### config.mk
export PLATFORM = sky130hd
export DESIGN_NAME = csa_cell
export DESIGN_NICKNAME = d
export VERILOG_FILES = /design/src/sv/csa_pkg.sv /design/src/sv/csa_cell.sv
export SDC_FILE = /design/constraint.sdc
export NUM_CORES = 1
export LEC_CHECK = 0
export ABC_CLOCK_PERIOD_IN_PS = 3400
export BUFFER_PORTS_ARGS = -buffer_cell sky130_fd_sc_hd__buf_2
export CAP_MARGIN = 20
export CORE_MARGIN = 5
export CORE_UTILIZATION = 26
export CTS_CLUSTER_SIZE = 14
export DETAILED_ROUTE_END_ITERATION = 8
export PLACE_DENSITY = 0.59
export SETUP_SLACK_MARGIN = 0.2
export SYNTH_ARGS = -nofsm -noshare
export SYNTH_HDL_FRONTEND = slang
export SYNTH_SLANG_ARGS = --single-unit
### constraint.sdc
create_clock -name clk -period 3.4 [get_ports clk]
set_input_delay 0.34 -clock clk [delete_from_list [all_inputs] [get_ports clk]]
set_output_delay 0.34 -clock clk [all_outputs]
set_load 0.05 [all_outputs]
### src/sv/csa_pkg.sv
`default_nettype none
package csa_pkg;

  localparam int SEG_N   = 64;
  localparam int IDX_W   = 6;
  localparam int CNT_W   = 7;
  localparam int BASE_W  = 20;
  localparam int LEN_W   = 21;
  localparam int SIZE_W  = 21;
  localparam logic [LEN_W-1:0] MEM_BYTES = 21'd1048576;

  typedef enum logic [1:0] {
    CMD_ALLOC   = 2'd0,
    CMD_RELEASE = 2'd1,
    CMD_COMPACT = 2'd2,
    CMD_STATUS  = 2'd3
  } cmd_t;

  typedef enum logic [1:0] {
    FIT_FIRST = 2'd0,
    FIT_BEST  = 2'd1,
    FIT_WORST = 2'd2,
    FIT_NONE  = 2'd3
  } fit_t;

  typedef enum logic [1:0] {
    ST_OK       = 2'd0,
    ST_NO_FIT   = 2'd1,
    ST_NOT_FOUND = 2'd2,
    ST_FULL     = 2'd3
  } status_t;

  typedef struct packed {
    logic              valid;
    logic              used;
    logic [BASE_W-1:0] base;
    logic [LEN_W-1:0]  len;
  } seg_t;

  typedef enum logic [1:0] {
    OP_HOLD  = 2'd0,
    OP_SHIFT = 2'd1,
    OP_SQZ   = 2'd2
  } cell_op_t;

  typedef struct packed {
    cell_op_t op;
    logic     parity;
  } cell_ctl_t;

endpackage
`default_nettype wire

### src/sv/csa_cell.sv
`default_nettype none
module csa_cell
  import csa_pkg::*;
(
  input  wire logic      clk,
  input  wire logic      rst,
  input  wire logic      head,
  input  wire logic      odd,
  input  wire cell_ctl_t ctl,
  input  wire seg_t      left_in,
  input  wire seg_t      right_in,
  output seg_t           ent
);

  logic is_left;

  assign is_left = (odd == ctl.parity);

  always_ff @(posedge clk) begin
    if (rst) begin
      if (head) ent <= '{valid: 1'b1, used: 1'b0, base: '0, len: MEM_BYTES};
      else ent <= '0;
    end else begin
      unique case (ctl.op)
        OP_SHIFT: ent <= right_in;
        OP_SQZ: begin
          if (is_left) begin
            if (!ent.valid && right_in.valid) ent <= right_in;
          end else begin
            if (!left_in.valid && ent.valid) ent.valid <= 1'b0;
          end
        end
        default: ;
      endcase
    end
  end

endmodule
`default_nettype wire

==> results.md <==
| Parameter | Reported |
|---|---|
| Data required time of the critical path | 3320 ps |
| Number of enable-type register cells in the synthesized netlist | 43 |
| P per Cell Area | 525 mW/mm^2 |
| Chip Width | 89.7 um |
| Unrepaired setup endpoints after global routing | no |
| Seq/Total Area, Yosys | 78.1% |
| ANT nets after route | 0 |
| Hold_buf cts | 0 |
| Synthesis-stage register bit count | 43 |
| WL met2 | 1.70 mm |
| Time the worst path needs with I/O delays and setup | 1740 ps |
| Buffers & Inverters on Critical Path | 0 |
| Highest cell delay on the worst timing path | 720 ps |
| Setup violation total in the final timing report | 0 |
| Post-CTS sizing | 0 |
| Antenna Diode Count | 0 |
| Top routing layer used | met4 |
| Row count | 29 |
| Vertical extent of the die | 89.7 um |
| Critical path type | reg2reg |
| RePlAce Congestion | 0.675 |
| Mean instance size in the synthesized netlist | 16.2 um^2 |
| Core area | 0.00628 mm^2 |
| Biggest register | ent |
| Max-Cap Viols | 0 |
| Gr ovfl total | 0 |
| Largest registers | ent (43) |
| Headroom to the max-slew limit | 36.2% |
| Leak Pwr | 1.02 nW |
| Fraction of final layout cells sized beyond drive strength 1 | 51.0% |
| Top-area cell type share of the netlist area | 78.1% |
| Number of vias in the routed layout | 1123 |
| DRC marker count from the first detailed-route iteration | 11 |
| Total standard cell area after synthesis | 0.00165 mm^2 |
| Worst slew pin tran | 953 ps |
| Longest Clk Path Bufs | 2 |
| Die Footprint | 0.00805 mm^2 |
| Clk Latency, worst-skew pair | 290 ps |
| Placed standard-cell area | 0.00221 mm^2 |
| Leading post-synthesis cells by instance count | 43 x sky130_fd_sc_hd__edfxtp_1, 42 x sky130_fd_sc_hd__nor2b_1, 3 x sky130_fd_sc_hd__clkbuf_1, 3 x sky130_fd_sc_hd__nand2_1 |
| Post-synthesis net count | 195 |
| M1 WL | 1.37 mm |
| Clk sinks | 43 |
| Cell Chain, Critical Path | nand4bb_1 -> nand2_2 |
| Global-route wire length before repair | 5.72 mm |
| Top-Level Pins | 136 |
| Main area contributors after synthesis | sky130_fd_sc_hd__edfxtp_1 78%, sky130_fd_sc_hd__nor2b_1 16%, sky130_fd_sc_hd__nand2b_4 0.83%, sky130_fd_sc_hd__clkbuf_1 0.68%, sky130_fd_sc_hd__nand2_1 0.68% |
| Number of synthesis warnings | 0 |
| Highest attainable clock frequency | 574 MHz |
| Antenna violations before repair | 0 |
| Max Slew Vio Count | 0 |
| Hold/Removal Path Class | in2reg |
| Number of flip-flops under the largest register name | 43 |
| Final worst-path cycle share | 51.3% |
| GRT Util Overall | 8.98% |
| Number of global-route vias before repair | 1167 |
| Clock transition at the registers of the reported paths | 80 ps |
| Main synth FF type | sky130_fd_sc_hd__edfxtp_1 |
| Number of unique standard cell types used by synthesis | 13 |
| Effective utilization at floorplan | 26.3% |
| Average vias per placed instance | 4.05 |
| Final worst clock skew | 3.00 ps |
| Post-route DRC violation count | 0 |
| Most frequently used cell type in the post-synthesis netlist | sky130_fd_sc_hd__edfxtp_1 |
| Number of endpoints with negative hold slack in the final report | 0 |
| Crit-path leading delay family | simple AND/OR/NAND/NOR gates |
| Clock tree from TritonCTS | built |
| Result of the run | finished clean |
| CTS H-tree depth | 2 |
| Setup crit start kind | flip-flop |
| Fillcell total | 628 |
| Layout area overhead | 38.7% |
| DR WL/cell | 12.8 um |
| Post-layout utilization of the core | 36.5% |
| Peak supply drop | 0.192 mV |
| Post-synthesis cell type with the largest combined area | sky130_fd_sc_hd__edfxtp_1 |
| Arrival time worst endpoint | 1660 ps |
| Detailed-route wire length | 3.55 mm |
| Synthesized instance count | 102 |
| Slowest CP cell | sky130_fd_sc_hd__nand2_2 |
| Number of buffers created by CTS | 5 |
| Initial DRT Pass Iterations | 4 |
| Buffers inserted during post-CTS setup optimization | 0 |
| Worst hold margin | 327 ps |
| Final design instance area without fill | 0.00229 mm^2 |
| Setup total negative slack | 0 ps |
| Root buffer selected by CTS | sky130_fd_sc_hd__clkbuf_8 |
| Maximum number of pins on one net before global-route repair | 45 |
| Kind of end point of the critical path | flip-flop |
| Ys async rst share | 0% |
| NumNets Final | 292 |
| Met3 wire len | 409 um |
| Maximum fanout count along the critical path | 42 |
| Port Buf Inserts | 93 |
==> cell families (layout without fill, tap and decap cells) <==
kind of cell,after synthesis,in the layout,share of synthesized area [%]
compound gates,3,3,0.908
flops,43,43,78.1
buf+inv,6,104,1.44
xor+xnor,1,1,0.530
simple gates,49,49,19.0
==> final timing paths <==
| path | endpoint | depth (start not counted) | from | slack (ps) |
|---|---|---|---|---|
| max reg2reg | ent[20] | 2 | ent[42] | 1660 |
| min reg2reg | ent[42] | 2 | ent[42] | 800 |
| min | ent[42] | 3 | head | 330 |
| max | ent[20] | 2 | ent[42] | 1660 |
==> metrics by stage <==
stage	total power, mW	cells	setup WS [ps]
floorplan	0.835	102	1190
global placement	0.908	269	1410
detailed placement	0.911	269	1380
CTS	1.23	277	1600
global route	1.27	277	1540
finish	1.20	277	1660
==> report_power, final <==
| group | total, mW | switching (mW) | leakage [nW] | internal (mW) |
|---|---|---|---|---|
| sequential | 0.640 | 0.00898 | 0.454 | 0.631 |
| combinational | 0.253 | 0.190 | 0.523 | 0.0629 |
| clock | 0.310 | 0.170 | 0.0392 | 0.140 |
==> tightest hold or removal path, stage by stage <==
cell	delay, ps
sky130_fd_sc_hd__buf_2	80
sky130_fd_sc_hd__nand2_1	50
sky130_fd_sc_hd__nand2_1	50
==> cells in the final DEF (no fill, tap or decap) <==
master and instances:
sky130_fd_sc_hd__a21oi_1 1, sky130_fd_sc_hd__buf_2 93, sky130_fd_sc_hd__buf_4 1, sky130_fd_sc_hd__clkbuf_8 5, sky130_fd_sc_hd__clkinv_1 2, sky130_fd_sc_hd__clkinvlp_4 1
sky130_fd_sc_hd__edfxtp_1 43, sky130_fd_sc_hd__inv_1 2, sky130_fd_sc_hd__nand2_1 2, sky130_fd_sc_hd__nand2_2 1, sky130_fd_sc_hd__nand2b_4 1, sky130_fd_sc_hd__nand3_1 1
sky130_fd_sc_hd__nand4bb_1 1, sky130_fd_sc_hd__nor2b_1 42, sky130_fd_sc_hd__o21ai_0 2, sky130_fd_sc_hd__or4b_1 1, sky130_fd_sc_hd__xnor2_1 1
==> routing by layer <==
metal	track usage [%]	up-vias
met2	14.1	60
met1	9.78	511
met3	5.01	7
met4	4.16	0
li1	-	545
met5	0	-
==> final cells by class <==
class	instances	area [um^2]	area share, %
Multi-Input combinational cell	53	340	14.8
Sequential cell	43	1290	56.3
Timing Repair Buffer	94	473	20.6
Clock buffer	5	68.8	3.00
Tap cell	77	96.3	4.20
Clock inverter	3	15.0	0.655
Inverter	2	7.51	0.328
Note: power is estimated with default switching activity, not from simulation.
